## config.mk

```make
export PLATFORM = sky130hd
export DESIGN_NAME = leb128_encoder_core
export DESIGN_NICKNAME = d
export VERILOG_FILES = /design/src/leb_pkg.sv /design/src/leb_front.sv /design/src/leb_fifo.sv /design/src/leb_back.sv /design/src/leb128_encoder_core.sv
export VERILOG_INCLUDE_DIRS = /design/src /design/src/src
export SDC_FILE = /design/constraint.sdc
export NUM_CORES = 1
export LEC_CHECK = 0
export ABC_CLOCK_PERIOD_IN_PS = 4200
export BUFFER_PORTS_ARGS = -buffer_cell sky130_fd_sc_hd__buf_4
export CORE_ASPECT_RATIO = 1.4
export CORE_UTILIZATION = 30
export DETAILED_ROUTE_END_ITERATION = 7
export PLACE_DENSITY = 0.46
export REMOVE_ABC_BUFFERS = 1
export SYNTH_ARGS = -nofsm -noshare
export SYNTH_HDL_FRONTEND = slang
export SYNTH_SLANG_ARGS = --single-unit
```

## constraint.sdc

```tcl
create_clock -name clk -period 4.2 [get_ports clk]
set_input_delay 0.42 -clock clk [delete_from_list [all_inputs] [get_ports clk]]
set_output_delay 0.42 -clock clk [all_outputs]
set_load 0.01 [all_outputs]
```

## src/leb128_encoder_core_macros.svh

```systemverilog
// Assertion macros used by the LEB128 encoder back end.
`ifndef LEB128_ENCODER_CORE_MACROS_SVH
`define LEB128_ENCODER_CORE_MACROS_SVH

// Check that cons holds in the same cycle as ante.
`define LEB_ASSERT_SAME(label, clk, rst_n, ante, cons, msg) \
	label: assert property (@(posedge clk) disable iff (!rst_n) (ante) |-> (cons)) \
		else $error(msg);

// Check that cons holds in the cycle after ante.
`define LEB_ASSERT_NEXT(label, clk, rst_n, ante, cons, msg) \
	label: assert property (@(posedge clk) disable iff (!rst_n) (ante) |=> (cons)) \
		else $error(msg);

`endif

```

## src/leb_pkg.sv

```systemverilog
// Shared constants and types for the LEB128 encoder.
package leb_pkg;

	localparam int VALUE_WIDTH_DEF = 32;
	localparam int GROUP_BITS      = 7;

	localparam logic MODE_UNSIGNED = 1'b0;
	localparam logic MODE_SIGNED   = 1'b1;

	localparam int QDEPTH = 2;
	localparam int QPTR_W = (QDEPTH > 1) ? $clog2(QDEPTH) : 1;
	localparam int QCNT_W = $clog2(QDEPTH + 1);

	typedef struct packed {
		logic full;
		logic empty;
	} leb_qstat_t;

endpackage

```

## src/leb_front.sv

```systemverilog
// Front end: accept input words, clamp them by mode and push them to the queue.
module leb_front
	import leb_pkg::*;
#(
	parameter int VALUE_WIDTH = VALUE_WIDTH_DEF
) (
	input  logic                   req_valid,
	output logic                   req_stall,
	input  logic [VALUE_WIDTH-1:0] value,
	input  logic                   opcode,
	input  leb_qstat_t             qstat,
	output logic                   push,
	output logic [VALUE_WIDTH-1:0] push_value,
	output logic                   push_mode
);

	logic clamp;

	assign req_stall = qstat.full;
	assign push      = req_valid && !qstat.full;

	// Unsigned mode: negative input encodes as zero.
	assign clamp      = (opcode == MODE_UNSIGNED) && value[VALUE_WIDTH-1];
	assign push_value = clamp ? '0 : value;
	assign push_mode  = opcode;

endmodule

```

## src/leb_fifo.sv

```systemverilog
// Short queue between the front end and the byte emitter.
module leb_fifo
	import leb_pkg::*;
#(
	parameter int VALUE_WIDTH = VALUE_WIDTH_DEF
) (
	input  logic                   clk,
	input  logic                   arst_n,
	input  logic                   push,
	input  logic [VALUE_WIDTH-1:0] push_value,
	input  logic                   push_mode,
	input  logic                   pop,
	output logic [VALUE_WIDTH-1:0] pop_value,
	output logic                   pop_mode,
	output leb_qstat_t             qstat
);

	logic [VALUE_WIDTH-1:0] value_mem [QDEPTH];
	logic                   mode_mem  [QDEPTH];
	logic [QPTR_W-1:0]      wr_ptr_q, rd_ptr_q;
	logic [QCNT_W-1:0]      count_q;
	logic                   do_push, do_pop;

	assign qstat.full  = (count_q == QCNT_W'(QDEPTH));
	assign qstat.empty = (count_q == '0);
	assign do_push     = push && !qstat.full;
	assign do_pop      = pop && !qstat.empty;

	assign pop_value = value_mem[rd_ptr_q];
	assign pop_mode  = mode_mem[rd_ptr_q];

	always_ff @(posedge clk) begin
		if (do_push) begin
			value_mem[wr_ptr_q] <= push_value;
			mode_mem[wr_ptr_q]  <= push_mode;
		end
	end

	always_ff @(posedge clk or negedge arst_n) begin
		if (!arst_n) begin
			wr_ptr_q <= '0;
			rd_ptr_q <= '0;
			count_q  <= '0;
		end else begin
			if (do_push) begin
				wr_ptr_q <= (wr_ptr_q == QPTR_W'(QDEPTH - 1)) ? '0 : wr_ptr_q + 1'b1;
			end
			if (do_pop) begin
				rd_ptr_q <= (rd_ptr_q == QPTR_W'(QDEPTH - 1)) ? '0 : rd_ptr_q + 1'b1;
			end
			case ({do_push, do_pop})
				2'b10:   count_q <= count_q + 1'b1;
				2'b01:   count_q <= count_q - 1'b1;
				default: count_q <= count_q;
			endcase
		end
	end

endmodule

```

## src/leb_back.sv

```systemverilog
// Back end: split one queued value into LEB128 bytes, one per cycle while the output is not stalled.
`include "leb128_encoder_core_macros.svh"
module leb_back
	import leb_pkg::*;
#(
	parameter int VALUE_WIDTH = VALUE_WIDTH_DEF
) (
	input  logic                   clk,
	input  logic                   arst_n,
	input  leb_qstat_t             qstat,
	input  logic [VALUE_WIDTH-1:0] pop_value,
	input  logic                   pop_mode,
	output logic                   pop,
	output logic                   rsp_valid,
	input  logic                   rsp_stall,
	output logic [7:0]             out_byte,
	output logic                   last
);

	logic signed [VALUE_WIDTH-1:0] rem_q, rem_next;
	logic                          sgn_q, busy_q;
	logic                          ovalid_q, last_q;
	logic [7:0]                    byte_q;
	logic [GROUP_BITS-1:0]         grp;
	logic                          out_free, emit, done;

	assign grp      = rem_q[GROUP_BITS-1:0];
	assign rem_next = rem_q >>> GROUP_BITS;

	// Signed mode ends when the remainder is pure sign that matches bit 6.
	always_comb begin
		if (sgn_q == MODE_SIGNED) begin
			done = ((rem_next == '0) && !grp[GROUP_BITS-1]) ||
			       ((rem_next == '1) && grp[GROUP_BITS-1]);
		end else begin
			done = (rem_next == '0);
		end
	end

	assign out_free = !ovalid_q || !rsp_stall;
	assign emit     = busy_q && out_free;
	assign pop      = !qstat.empty && (!busy_q || (emit && done));

	always_ff @(posedge clk) begin
		if (pop) begin
			rem_q <= pop_value;
			sgn_q <= pop_mode;
		end else if (emit) begin
			rem_q <= rem_next;
		end
		if (emit) begin
			byte_q <= {!done, grp};
			last_q <= done;
		end
	end

	always_ff @(posedge clk or negedge arst_n) begin
		if (!arst_n) begin
			busy_q   <= 1'b0;
			ovalid_q <= 1'b0;
		end else begin
			if (pop) begin
				busy_q <= 1'b1;
			end else if (emit && done) begin
				busy_q <= 1'b0;
			end
			if (emit) begin
				ovalid_q <= 1'b1;
			end else if (!rsp_stall) begin
				ovalid_q <= 1'b0;
			end
		end
	end

	assign rsp_valid = ovalid_q;
	assign out_byte  = byte_q;
	assign last      = last_q;

	`LEB_ASSERT_NEXT(a_rem_hold, clk, arst_n, busy_q && !out_free, $stable(rem_q), "remainder moved while output blocked")
	`LEB_ASSERT_SAME(a_more_flag, clk, arst_n, ovalid_q, byte_q[7] != last_q, "continuation bit disagrees with last")
	`LEB_ASSERT_SAME(a_unsigned_pos, clk, arst_n, busy_q && (sgn_q == MODE_UNSIGNED), !rem_q[VALUE_WIDTH-1], "unsigned remainder went negative")

endmodule

```

## src/leb128_encoder_core.sv

```systemverilog
// Top level of the LEB128 encoder: front end, queue and byte emitter.
//
// Usage:
//   Request channel (req_valid / req_stall) carries one word: value and
//   opcode (0 = unsigned, negative clamped to zero; 1 = signed).
//   Response channel (rsp_valid / rsp_stall) carries one encoded byte per
//   transfer in out_byte, low groups first, bit 7 set while more bytes follow;
//   last marks the final byte of a value.
//   A value yields 1 to ceil(VALUE_WIDTH/7) bytes (1 to 5 at 32 bits).
//   The first byte of a request passes through the queue entry, the emitter's
//   remainder register and its single output register before it shows on
//   rsp_valid. The emitter sends one byte per cycle while rsp_stall is low.
//   Back-to-back values follow with no gap while the two-entry queue holds
//   work.
//   A stalled response holds its byte and the emitter; the front keeps
//   accepting requests until the queue fills, then raises req_stall.
//   Reset empties the queue, drops the emitter's current value and clears
//   rsp_valid.
module leb128_encoder_core
	import leb_pkg::*;
#(
	parameter int VALUE_WIDTH = VALUE_WIDTH_DEF
) (
	input  logic                   clk,
	input  logic                   arst_n,
	input  logic                   req_valid,
	output logic                   req_stall,
	input  logic [VALUE_WIDTH-1:0] value,
	input  logic                   opcode,
	output logic                   rsp_valid,
	input  logic                   rsp_stall,
	output logic [7:0]             out_byte,
	output logic                   last
);

	leb_qstat_t             qstat;
	logic                   push, pop;
	logic [VALUE_WIDTH-1:0] push_value, pop_value;
	logic                   push_mode, pop_mode;

	// Accept and clamp by mode.
	leb_front #(.VALUE_WIDTH(VALUE_WIDTH)) u_front (
		.req_valid  (req_valid),
		.req_stall  (req_stall),
		.value      (value),
		.opcode     (opcode),
		.qstat      (qstat),
		.push       (push),
		.push_value (push_value),
		.push_mode  (push_mode)
	);

	// Decouple the two sides so each can stall on its own.
	leb_fifo #(.VALUE_WIDTH(VALUE_WIDTH)) u_fifo (
		.clk        (clk),
		.arst_n     (arst_n),
		.push       (push),
		.push_value (push_value),
		.push_mode  (push_mode),
		.pop        (pop),
		.pop_value  (pop_value),
		.pop_mode   (pop_mode),
		.qstat      (qstat)
	);

	// Shift out seven bits per cycle, while the output is not stalled, until the stop rule fires.
	leb_back #(.VALUE_WIDTH(VALUE_WIDTH)) u_back (
		.clk       (clk),
		.arst_n    (arst_n),
		.qstat     (qstat),
		.pop_value (pop_value),
		.pop_mode  (pop_mode),
		.pop       (pop),
		.rsp_valid (rsp_valid),
		.rsp_stall (rsp_stall),
		.out_byte  (out_byte),
		.last      (last)
	);

endmodule
```

Word level (Yosys, flattened, before mapping)
Memories as Yosys holds them, arrays and structs flattened. A register that Yosys moved wholly into a read port is not among the register bits.
Cells that the tools add are included.
{ "classes": {"addsub": 4, "muxes": 13, "n_bitwise": 1, "eq_ne": 5, "n_reduce_logical": 24} }
{ "ops": {"columns": ["operator", "count"], "rows": [
  ["32-bit 2-to-1 mux", 2],
  ["32-bit == test (second input constant)", 1],
  ["32-bit zero test", 1],
  ["31-bit 2-to-1 mux", 1],
  ["1-bit logical AND", 9],
  ["1-bit 2-to-1 mux", 9],
  ["1-bit zero test", 7],
  ["2-bit nonzero test", 3],
  ["2-bit == test (second input constant)", 2],
  ["2-bit case mux with 2 select lines", 1],
  ["1-bit logical OR", 3],
  ["1-bit adder (second input constant)", 2],
  ["2-bit by 1-bit adder with 2-bit output (second input constant)", 1],
  ["2-bit by 1-bit == test with 1-bit output (second input constant)", 1],
  ["2-bit zero test", 1],
  ["2-bit by 1-bit inequality test with 1-bit output (second input constant)", 1],
  ["2-bit by 1-bit subtractor with 2-bit output (second input constant)", 1],
  ["1-bit NOT", 1]
]} }
{ "totals": {"word_cells": 58, "mem_bits_rw": 66, "memories": 2, "out_inout_bits": 11, "reg_bits": 47, "input_bits": 37} }
{ "mem_list": {"columns": ["name", "words", "width", "rd", "rd_ports_with_merged_regs", "write_ports", "line_no", "text"], "rows": [
  ["u_fifo.value_mem", 2, 32, 1, 0, 1, "leb_fifo.sv:18", "logic [VALUE_WIDTH-1:0] value_mem [QDEPTH];"],
  ["u_fifo.mode_mem", 2, 1, 1, 1, 1, "leb_fifo.sv:19", "logic mode_mem [QDEPTH];"]
]} }

Depth between registers and ports, before layout
Gate-level depths: netlist of the first run.
{ "depth": {"ltp_word": 10, "mapped_depth": 11, "depth_no_buf": 10} }

Cells and area by module
A second synthesis of the first run with hierarchy kept.
{ "unflattened": {"cells_unflattened": 396, "hier_area_um2": 5814.3} }
{ "modules_own_cells": {"columns": ["mod", "cells_each", "instances", "seq_area_each_um2", "area_per_inst_um2"], "rows": [
  ["leb_back", 236, 1, 1311.3, 2762.6],
  ["leb_fifo", 121, 1, 2082.0, 2730.1],
  ["leb_front", 39, 1, 0.0, 321.6]
]} }

Worst setup path after synthesis of the first run
Ideal clock, no wire load.
{ "synth_timing": {"path_type": "register to register", "startpoint": "register u_fifo.count_q[0]", "endpoint": "register u_back.rem_q[0] (enable)", "synth_period_minus_slack_ns": 3.056, "n_path_buf": 2, "required_ns": 3.770, "slack_ns": 1.144, "stages_incl_launch_ff": 6, "arrival_ns": 2.627, "setup_ns": 0.430, "path_cell_list": "dfrtp_1 > or2_2 > clkbuf_1 > clkbuf_1 > nor2_1 > a21oi_1"} }
{ "synth_via": {"elab_chain_len": 4} }
{ "synth_lines": {"columns": ["element", "line_no", "text"], "rows": [
  ["start, declared", "leb_fifo.sv:21", "logic [QCNT_W-1:0] count_q;"],
  ["start signal, assigned", "leb_fifo.sv:52", "2'b10: count_q <= count_q + 1'b1;"],
  ["start signal, assigned", "leb_fifo.sv:53", "2'b01: count_q <= count_q - 1'b1;"],
  ["start signal, assigned", "leb_fifo.sv:54", "default: count_q <= count_q;"],
  ["2-bit zero test", "leb_fifo.sv:25", "assign qstat.empty = (count_q == '0);"],
  ["1-bit zero test", "leb_back.sv:42", "assign pop = !qstat.empty && (!busy_q || (emit && done));"],
  ["1-bit logical AND", "leb_back.sv:42", null],
  ["2-bit nonzero test (no source line)", null, null],
  ["end signal, assigned", "leb_back.sv:46", "rem_q <= pop_value;"],
  ["end signal, assigned", "leb_back.sv:49", "rem_q <= rem_next;"],
  ["end, declared", "leb_back.sv:20", "logic signed [VALUE_WIDTH-1:0] rem_q, rem_next;"]
]} }
No other way between the ends.
A chain may end at the register's enable or synchronous reset.

Worst setup path after layout of the first run
{ "layout_timing": {"startpoint": "register u_back.rem_q[23]", "endpoint": "register u_fifo.count_q[1]"} }
{ "layout_via": {"elab_chain_len": 10, "word_cells_on_any_way": 14, "cone_classes": "eq/ne (3); mux (2); reduce/logical (9)"} }
{ "layout_lines": {"columns": ["element", "line_no", "text"], "rows": [
  ["32-bit == test / 32-bit zero test (equally long branches)", "leb_back.sv:34, leb_back.sv:33, leb_back.sv:36", null],
  ["1-bit logical AND, on equally long branches", "leb_back.sv:34, leb_back.sv:33", null],
  ["1-bit logical OR", "leb_back.sv:33", "done = ((rem_next == '0) && !grp[GROUP_BITS-1]) ||"],
  ["1-bit 2-to-1 mux (*)", "leb_back.sv:32", "if (sgn_q == MODE_SIGNED) begin"],
  ["1-bit logical AND (*)", "leb_back.sv:42", null],
  ["1-bit logical OR (*)", "leb_back.sv:42", null],
  ["1-bit logical AND (*)", "leb_back.sv:42", null],
  ["via pop", "leb128_encoder_core.sv:37", "logic push, pop;"],
  ["1-bit logical AND (*)", "leb_fifo.sv:27", "assign do_pop = pop && !qstat.empty;"],
  ["2-bit by 1-bit == test with 1-bit output / 2-bit == test (equally long branches)", "leb_fifo.sv:51", "case ({do_push, do_pop})"],
  ["2-bit case mux with 2 select lines / 2-bit nonzero test (equally long branches)", null, null]
]} }
The timed path passes the listed nets; every way through them passes the cells marked *.

==> summary.txt, run 1 <==
Timing
  – Tmin final: 3.03 ns
  – Final Max Tran Viols: 0
  – Final Setup Violations: 0
  – Setup_tns: 0 ns
  – RSZ-0062 raised after global routing: false
  – Skew final: 0.00774 ns
  – Worst-margin pin slew: 1.07 ns
  – Fin crit share: 72.2%
  – Worst rel slew slack: 28.8%
  – Final hold vios: 0
  – F_max: ~0.33 GHz

Clock tree
  – Root Driver: clkbuf_16
  – Resize count post-CTS: 0
  – Worst-path clk slew: 0.05 ns
  – Worst-Skew Late Latency: 0.40 ns
  – H-tree levels: 4
  – Sinks on Clock Net: 114
  – CTS buffer count: 17
  – Hold-fix buffers at CTS: 1
  – Number of post-CTS setup repair buffers: 0
  – Longest Clk Path Bufs: 2
  – CTS tree: built

Finish
  – Share of cells above drive strength 1: 23.9%
  – Final nets: 472
  – Ant diodes: 0
  – Fillers: around 1700
  – Reg area: 3390 um^2
  – Multi-input gate area: 1830 um^2
  – Area grow syn2layout: 22.0%

Routing
  – WL final: 11500 um
  – Antenna Nets Post-Route: 0
  – Vias: 3239
  – # DRC: 0
  – Via-to-Cell Ratio: around 4.8
  – Drt pass-1 iters: 5
  – WL/cell: 16.9 um
  – Detailed Route Iter0 Violations: 154

Setup path
  – Worst path cell trace: nor4_1, nand3_1, o22ai_4, inv_4, o21ai_4, and2_1, ha_1, nor2_1, xor2_1
  – Critical-path top delay cell: o22ai_4
  – Crit Path Max Fanout: 15
  – Crit-path max cell delay: 0.60 ns
  – CP Capture Type: flop
  – Delay-heaviest family, CP: simple AND/OR/NAND/NOR gates
  – Crit Path Class: flop to flop
  – Worst setup SP type: flop
  – Critical path required time: 4.52 ns
  – WP buf/inv: 1
  – Worst EP arrival: 3.36 ns

Global route
  – Largest net degree at the start of global routing: 37
  – Grt total ovfl: 0
  – Initial antenna violation count: 0
  – GRT Util Overall: 13.3%
  – Vias in the first global route: 3331
  – First-pass GRT wire length: 17800 um

Synth
  – Unique masters post-synth: 34
  – Ys Warns: 0
  – Post-synth ARST share: 5.26%
  – Count leader, synth: edfxtp_1
  – Sequential share of the synthesized area: about 64%
  – Post-Synthesis Cells: 382
  – Top post-synthesis cells by area: edfxtp_1 61%, mux2i_1 11%, a211oi_2 4.5%, and2_1 4.1%, nand2b_1 3.3%
  – Most used DFF post-synth: edfxtp_1
  – Synth cell count leaders: 108 x edfxtp_1, 56 x mux2i_1, 35 x and2_1, 28 x nand2_1, 28 x nand2b_1
  – Avg Inst Size Synth: 14.0 um^2
  – Yosys reg bits: between 100 and 150
  – Post-synth top area share: 60.8%
  – Largest area contributor in the netlist: edfxtp_1
  – EDFF count, synth: 108
  – Syn Std Cell Area: around 5300 um^2

Floorplanning
  – Horiz. Die Dim: roughly 110 um
  – Die area: 18300 um^2
  – Die H: between 150 and 200 um
  – Initial core utilization: 30.6%
  – FP Rows: 57
  – Top Ports: 48
  – Core Box Area: 17400 um^2

Min path
  – Tightest Hold Check Type: input pin to flop

Job
  – Max-capacitance violation count: 0

Power and ir drop
  – Maximum vdd ir drop: 0.213 mV
  – Power consumption: 0.00349 W
  – Leakage dissipation: 2.16 nW
  – Pwr dens: 536 nW/um^2

Outcome
  – Outcome: completed

Placement
  – Placed wire-length estimate: roughly 7300 um
  – Number of port buffers: 47
  – Placer congestion estimate: 0.762
-- flip-flops by register name, summed over array words and instances (netlist names) --
name	flops
u_back.rem_q	32
u_fifo.mode_mem	2
u_back.out_byte	8
u_fifo.rd_ptr_q	1
u_fifo.wr_ptr_q	1
u_back.rsp_valid	1
u_fifo.value_mem	64
u_fifo.count_q	2
u_back.last	1
u_back.busy_q	1
u_back.sgn_q	1
-- final cells by class --
| cell class | instances | area share, % |
|---|---|---|
| multi-input cells | 243 | 28.1 |
| repair buffers | 56 | 6.50 |
| flip-flops and latches | 114 | 52.2 |
| well taps | 236 | 4.54 |
| clock buffers | 19 | 6.66 |
| inverters | 2 | 0.154 |
| clock inverters | 10 | 1.83 |
-- path summary, 6_finish.rpt --
path	from	end	cells past startpoint	slack, ns
max	u_back.rem_q[23]	u_fifo.count_q[1]	9	1.17
min	opcode	u_fifo.mode_mem[1]	1	0.22
max reg2reg	u_back.rem_q[23]	u_fifo.count_q[1]	9	1.17
min reg2reg	u_back.rem_q[2]	u_back.out_byte[2]	0	0.42
max in group asynchronous	arst_n	u_fifo.rd_ptr_q	2	3.69
min in group asynchronous	arst_n	u_fifo.count_q[0]	2	0.38
-- through the flow --
step	util, %	cell area (um^2)	hold slack [ns]	std cells	setup slack [ns]
after floorplan	-	5220	0.124	359	1.03
after global placement	34.1	5940	0.234	650	1.24
after detailed placement	34.1	5940	0.235	650	1.19
after CTS	37.4	6500	0.204	680	1.16
after global routing	37.4	6500	0.211	680	1.04
final	37.4	6500	0.219	680	1.17
-- worst reg2reg max path, cell delays in order, from the launching register on --
cell,delay (ns)
edfxtp_1,0.42
nor4_1,0.45
nand3_1,0.23
o22ai_4,0.60
inv_4,0.10
o21ai_4,0.33
and2_1,0.26
ha_1,0.28
nor2_1,0.14
xor2_1,0.15
-- logic make-up after synthesis --
family	count (synthesis)	share of synthesized area [%]
mux	58	10.9
fa+ha+maj	1	0.235
buf+inv	25	2.32
simple gates	119	12.3
flops	114	63.7
xor+xnor	4	0.657
compound gates	61	9.88
-- metal layers --
metal  GRT usage, %  wire, um  share of wire, %  up-vias
met5              0         0                 0        -
met2           23.9      6240                54       61
li1               -         -                 -     1571
met4           7.02       257               2.2        0
met1           14.3      4670                41     1594
met3           2.92       297               2.6       13
-- report_power, final --
part | total (W) | switching, W | internal, W
sequential | 0.00157 | 0.0000708 | 0.00150
clock | 0.00137 | 0.000460 | 0.000907
combinational | 0.000555 | 0.000362 | 0.000193
-- cells in the final DEF (no fill, tap or decap), types with 17 or more instances in the layout --
cell type    n
a211oi_2    19
and2_1      35
buf_4       55
clkbuf_16   17
edfxtp_1   108
mux2i_1     56
nand2_1     28
nand2b_1    28
o22ai_1     24
(Power assumes the default switching activity.)
==> run 2: changes to the inputs <==
--- a/config.mk
+++ b/config.mk
@@ -6,7 +6,7 @@
 export SDC_FILE = /design/constraint.sdc
 export NUM_CORES = 1
 export LEC_CHECK = 0
-export ABC_CLOCK_PERIOD_IN_PS = 4200
+export ABC_CLOCK_PERIOD_IN_PS = 3130
 export BUFFER_PORTS_ARGS = -buffer_cell sky130_fd_sc_hd__buf_4
 export CORE_ASPECT_RATIO = 1.4
 export CORE_UTILIZATION = 30
==> constraint.sdc (replaced) <==
create_clock -name clk -period 3.13 [get_ports clk]
set_input_delay 0.313 -clock clk [delete_from_list [all_inputs] [get_ports clk]]
set_output_delay 0.313 -clock clk [all_outputs]
set_load 0.01 [all_outputs]
==> run 2 against run 1 <==
Compared with the run above:
- non-clock buffer count increased by 2
- final area increased by 1.9%
- global-route usage barely moved
- power up 41%
==> summary.txt, run 2 (same netlist as run 1, synthesis figures left out) <==
Finish
  – Commonest cells after routing, fill and taps aside: 108 x edfxtp_1, 56 x mux2i_1, 54 x buf_4, 35 x and2_1
  – Final nets: 474
  – Final instance area: 6630 um^2
  – Area grow syn2layout: 24.4%
  – Fillers: around 1700
  – Share of cells above drive strength 1: 24.9%
  – Most common cell after layout, fill and taps aside: edfxtp_1
  – Max FFs per register: 64
  – Top reg by flops: u_fifo.value_mem
  – Ant diodes: 0

Min path
  – Hold_sp: opcode
  – Hold path cells: 1
  – Tightest Hold Check Type: input pin to flop

Placement
  – Number of port buffers: 47
  – Placed wire-length estimate: 7370 um
  – Placer congestion estimate: 0.777
  – Cell area after placement: around 6000 um^2

Setup path
  – Critical path required time: 3.46 ns
  – Worst setup SP type: flop
  – FF-to-FF End: u_fifo.count_q[1]
  – Worst EP arrival: 2.87 ns
  – Worst path cell trace: nand4_1, or4_1, o22ai_4, inv_4, o21ai_4, and2_1, ha_1, nor2_1, xor2_1
  – Critical-path top delay cell: or4_1
  – Crit Path Class: flop to flop
  – Crit Path Max Fanout: 10
  – Worst setup endpoint: u_fifo.count_q[1]
  – Delay-heaviest family, CP: simple AND/OR/NAND/NOR gates
  – R2R setup slack: around 0.6 ns
  – CP startpoint: u_back.rem_q[29]
  – RR Startpoint: u_back.rem_q[29]
  – Crit-path max cell delay: 0.57 ns
  – CP Capture Type: flop
  – Cells on worst reg2reg path: 9
  – WP depth: 9
  – WP buf/inv: 1

Global route
  – Initial antenna violation count: 0
  – Largest net degree at the start of global routing: 37
  – First-pass GRT wire length: 18000 um
  – Grt total ovfl: 0
  – Vias in the first global route: approximately 3300
  – GRT Util Overall: a little over an eighth

Clock tree
  – CTS buffer count: 17
  – Worst-Skew Late Latency: 0.41 ns
  – H-tree levels: 4
  – Resize count post-CTS: 0
  – Worst-path clk slew: around 0.05 ns
  – Root Driver: clkbuf_16
  – Sinks on Clock Net: 114
  – Longest Clk Path Bufs: 2
  – CTS tree: built
  – Hold-fix buffers at CTS: 1
  – Number of post-CTS setup repair buffers: 0

Power and ir drop
  – Maximum vdd ir drop: 0.308 mV
  – Pwr dens: 742 nW/um^2
  – Leakage dissipation: 2.21 nW

Routing
  – Detailed Route Iter0 Violations: between 100 and 150
  – Via-to-Cell Ratio: 4.70
  – DR top layer: met4
  – Vias: 3217
  – Metal3 WL: 293 um
  – WL final: 11300 um
  – WL met1: 4670 um
  – Antenna Nets Post-Route: 0
  – Drt pass-1 iters: 6
  – # DRC: 0
  – Met2 WL: 6180 um
  – WL/cell: roughly 16 um

Timing
  – Skew final: 0.00826 ns
  – Final Setup Violations: 0
  – Setup_tns: 0 ns
  – RSZ-0062 raised after global routing: false
  – Worst-margin pin slew: approximately 1.0 ns
  – Tmin final: 2.54 ns
  – Final Max Tran Viols: 0
  – Final hold vios: 0
  – F_max: around 0.4 GHz
  – Worst rel slew slack: between 30% and 40%
  – Fin crit share: 81.0%
  – Hold WS: 0.101 ns

Floorplanning
  – Horiz. Die Dim: 115 um
  – Core Box Area: 17400 um^2
  – Die H: 160 um
  – Top Ports: 48
  – Die area: 18300 um^2
  – Initial core utilization: 30.6%
  – FP Rows: 57

Outcome
  – Outcome: completed

Job
  – Max-capacitance violation count: 0
==> run 2: changes by cell type in the layout (fill, tap and decap cells not counted), sizes merged <==
cell / previous run / this run
buf: 55 / 57
bufinv: 3 / 5
clkbuf: 19 / 20
clkinv: 7 / 6
clkinvlp: 0 / 1
==> run 2: worst reg2reg max path, stage by stage, from the launching register on <==
cell	delay (ns)
edfxtp_1	0.41
nand4_1	0.13
or4_1	0.57
o22ai_4	0.18
inv_4	0.08
o21ai_4	0.30
and2_1	0.25
ha_1	0.27
nor2_1	0.13
xor2_1	0.15
==> run 2: how the worst min path moves through the flow <==
stage / slack (ns) / end
3_3_place_gp: 0.12 / u_fifo.wr_ptr_q
2_1_floorplan: 0.02 / u_back.busy_q
6_report: 0.10 / u_fifo.mode_mem[0]
5_1_grt: 0.09 / u_fifo.mode_mem[0]
4_1_cts: 0.09 / u_fifo.mode_mem[0]
3_5_place_dp: 0.13 / u_fifo.wr_ptr_q
==> run 2: metal layers <==
layer	up-vias	global-route usage, %
met4	0	5.79
met3	6	3.04
met5	-	0
met1	1567	14.6
met2	63	24.1
li1	1581	-
==> run 2: power by group <==
part           internal (W)  total [W]  leakage, nW  switching [W]
Combinational      0.000278   0.000762        0.807       0.000484
Sequential          0.00200    0.00210         1.10      0.0000957
Clock               0.00140    0.00206        0.300       0.000655
==> run 2: final cells by class <==
class,count,area [um^2],share of cell area (%)
Sequential cell,114,3390,51.2
Multi-Input combinational cell,243,1830,27.6
Timing Repair Buffer,58,475,7.17
Clock buffer,20,437,6.59
Tap cell,236,295,4.45
Clock inverter,12,188,2.83
Inverter,2,10.0,0.151
==> run 2: stage by stage <==
| step | setup slack, ns | std cells | utilization [%] | total power (W) |
|---|---|---|---|---|
| floorplan | -0.0408 | 359 | - | 0.00260 |
| global placement | 0.629 | 652 | 34.4 | 0.00290 |
| detailed placement | 0.595 | 652 | 34.4 | 0.00292 |
| CTS | 0.576 | 685 | 38.1 | 0.00499 |
| global route | 0.465 | 685 | 38.1 | 0.00514 |
| finish | 0.594 | 685 | 38.1 | 0.00492 |
==> run 3: changes to the inputs <==
--- a/config.mk
+++ b/config.mk
@@ -6,7 +6,7 @@
 export SDC_FILE = /design/constraint.sdc
 export NUM_CORES = 1
 export LEC_CHECK = 0
-export ABC_CLOCK_PERIOD_IN_PS = 3130
+export ABC_CLOCK_PERIOD_IN_PS = 2450
 export BUFFER_PORTS_ARGS = -buffer_cell sky130_fd_sc_hd__buf_4
 export CORE_ASPECT_RATIO = 1.4
 export CORE_UTILIZATION = 30
==> constraint.sdc (replaced) <==
create_clock -name clk -period 2.45 [get_ports clk]
set_input_delay 0.245 -clock clk [delete_from_list [all_inputs] [get_ports clk]]
set_output_delay 0.245 -clock clk [all_outputs]
set_load 0.01 [all_outputs]
==> run 3 against run 2 <==
Compared with the run above:
- final cell count is 1.2% higher
- sequential cell count did not move
- final area up 0.15%
- combinational power is 28% higher
- count of clock-buffer cells in the layout down 3
- die area is the same
- hold slack worse by 0.067 ns
- power rose by 24%
- routed wire length rose by 0.94%
==> summary.txt, run 3 (same netlist as run 1, synthesis figures left out) <==
Floorplanning
  – Die area: 18300 um^2
  – Top Ports: 48
  – Core Box Area: 17400 um^2
  – Horiz. Die Dim: 115 um
  – Die H: 160 um
  – Initial core utilization: a little under a third
  – FP Rows: 57

Finish
  – Most common cell after layout, fill and taps aside: edfxtp_1
  – Max FFs per register: 64
  – Commonest cells after routing, fill and taps aside: 108 x edfxtp_1, 64 x buf_4, 56 x mux2i_1, 35 x and2_1
  – Final Core Density: 38.2%
  – Final Non-Filler Cells: around 690
  – Area grow syn2layout: 24.6%
  – Ant diodes: 0
  – Final nets: just under 500
  – Share of cells above drive strength 1: ~27%
  – Top reg by flops: u_fifo.value_mem

Setup path
  – FF-to-FF End: u_fifo.count_q[1]
  – Critical path required time: 2.78 ns
  – Critical-path top delay cell: or4_1
  – CP Capture Type: flop
  – Crit-path max cell delay: 0.59 ns
  – Crit Path Max Fanout: 4
  – Cells on worst reg2reg path: 9
  – RR Startpoint: u_back.rem_q[24]
  – Worst path cell trace: nand4_1, or4_1, o22ai_4, inv_4, o21ai_4, and2_1, ha_1, nor2_1, xor2_1
  – Worst setup SP type: flop
  – R2R setup slack: 0.15 ns
  – Crit Path Class: flop to flop
  – Worst EP arrival: between 2 and 3 ns

Placement
  – Placed wire-length estimate: 7700 um
  – Number of port buffers: 47
  – Placed cell count: between 600 and 700
  – Pre-CTS setup slack: 0.151 ns
  – Placer congestion estimate: 0.775

Global route
  – First-pass GRT wire length: 17900 um
  – GRT Util Overall: 13.3%
  – Largest net degree at the start of global routing: 34
  – Grt total ovfl: 0
  – Vias in the first global route: 3329
  – Initial antenna violation count: 0

Routing
  – WL final: 11400 um
  – Vias: 3278
  – WL/cell: 16.4 um
  – Drt pass-1 iters: 4
  – # DRC: 0
  – Antenna Nets Post-Route: 0
  – Via-to-Cell Ratio: 4.73
  – Detailed Route Iter0 Violations: 120

Timing
  – Final Setup Violations: 0
  – Worst rel slew slack: 40.8%
  – Skew final: around 0.0062 ns
  – F_max: between 0.4 and 0.5 GHz
  – RSZ-0062 raised after global routing: false
  – Final Max Tran Viols: 0
  – Setup ws final: 0.148 ns
  – Final hold vios: 0
  – Worst-margin pin slew: roughly 0.9 ns
  – Tmin final: 2.30 ns
  – Fin crit share: 94.0%

Outcome
  – Outcome: completed

Clock tree
  – Worst-Skew Late Latency: approximately 0.4 ns
  – Longest Clk Path Bufs: 2
  – Worst-path clk slew: 0.05 ns
  – Number of post-CTS setup repair buffers: 0
  – CTS tree: built
  – Root Driver: clkbuf_16
  – Sinks on Clock Net: 114
  – CTS buffer count: 17
  – H-tree levels: 4

Power and ir drop
  – Pwr dens: ~920 nW/um^2
  – Leakage dissipation: 2.22 nW
  – Maximum vdd ir drop: 0.412 mV

Min path
  – Tightest Hold Check Type: input pin to flop
  – Hold_sp: opcode
  – Hold path cells: 1
  – Worst Hold End: u_fifo.mode_mem[1]

Job
  – Max-capacitance violation count: 0
-- run 3: cell types whose count changed in the layout (fill, tap and decap cells not counted), sizes merged --
cell      change
buf           +8
bufinv        -2
clkbuf        -3
clkinv        +2
clkinvlp      +3
-- run 3: report_power, final --
part	internal, W	switching, W
clock network	0.00158	0.000876
registers	0.00256	0.000123
logic	0.000354	0.000620
-- run 3: worst max-delay path by stage --
| stage | start | to | slack, ns | cells after the start |
|---|---|---|---|---|
| global placement | u_back.rem_q[29] | u_fifo.count_q[1] | 0.17 | 9 |
| floorplan | u_back.rem_q[24] | u_fifo.count_q[1] | -0.72 | 9 |
| global route | u_back.rem_q[22] | u_fifo.count_q[1] | 0.05 | 10 |
| detailed placement | u_back.rem_q[24] | u_fifo.count_q[1] | 0.15 | 9 |
| finish | u_back.rem_q[24] | u_fifo.count_q[1] | 0.15 | 9 |
| CTS | u_back.rem_q[24] | u_fifo.count_q[1] | 0.13 | 9 |
-- run 3: final cells by class --
type / instances / area, um^2
clock buffers: 17 / 425
clock inverters: 15 / 168
fillers: 1695 / 10800
inverters: 2 / 10.0
multi-input cells: 243 / 1840
flip-flops and latches: 114 / 3390
well taps: 236 / 295
repair buffers: 66 / 510
-- run 3: what timing repair did --
item / 4_1_cts / 5_1_grt
resized for setup: 0 / 1
endpoints found under the setup margin: 0 / 1
endpoints found under the hold margin: 6 / 0
hold buffers: 1 / 0
-- run 3: worst max-delay path: cells and delay by family, from the launching register on --
family,cells,cell delay [ns]
buffers and inverters,1,0.07
xor gates and xnor gates,1,0.14
DFF,1,0.40
adders and majority gates,1,0.26
and+or+nand+nor,4,1.01
AOI/OAI and AO/OA,2,0.36
-- run 3: metrics by stage --
stage / hold slack, ns / setup TNS [ns] / total power, W / instance area (um^2)
after floorplan: -0.0506 / -25.05 / 0.00333 / 5220
after global placement: 0.0567 / 0 / 0.00371 / 6030
after detailed placement: 0.0603 / 0 / 0.00372 / 6030
after CTS: 0.0179 / 0 / 0.00620 / 6630
after global routing: 0.0303 / 0 / 0.00640 / 6640
final: 0.0347 / 0 / 0.00612 / 6640
-- run 3: per-layer routing --
metal / part of all wire (%) / vias up / wire (um) / global-route usage (%)
met5: 0 / - / 0 / 0
met4: 1.6 / 0 / 187 / 6.79
met3: 3.0 / 11 / 344 / 2.62
met2: 55 / 60 / 6290 / 24.2
met1: 40 / 1610 / 4550 / 14.3
li1: - / 1597 / - / -
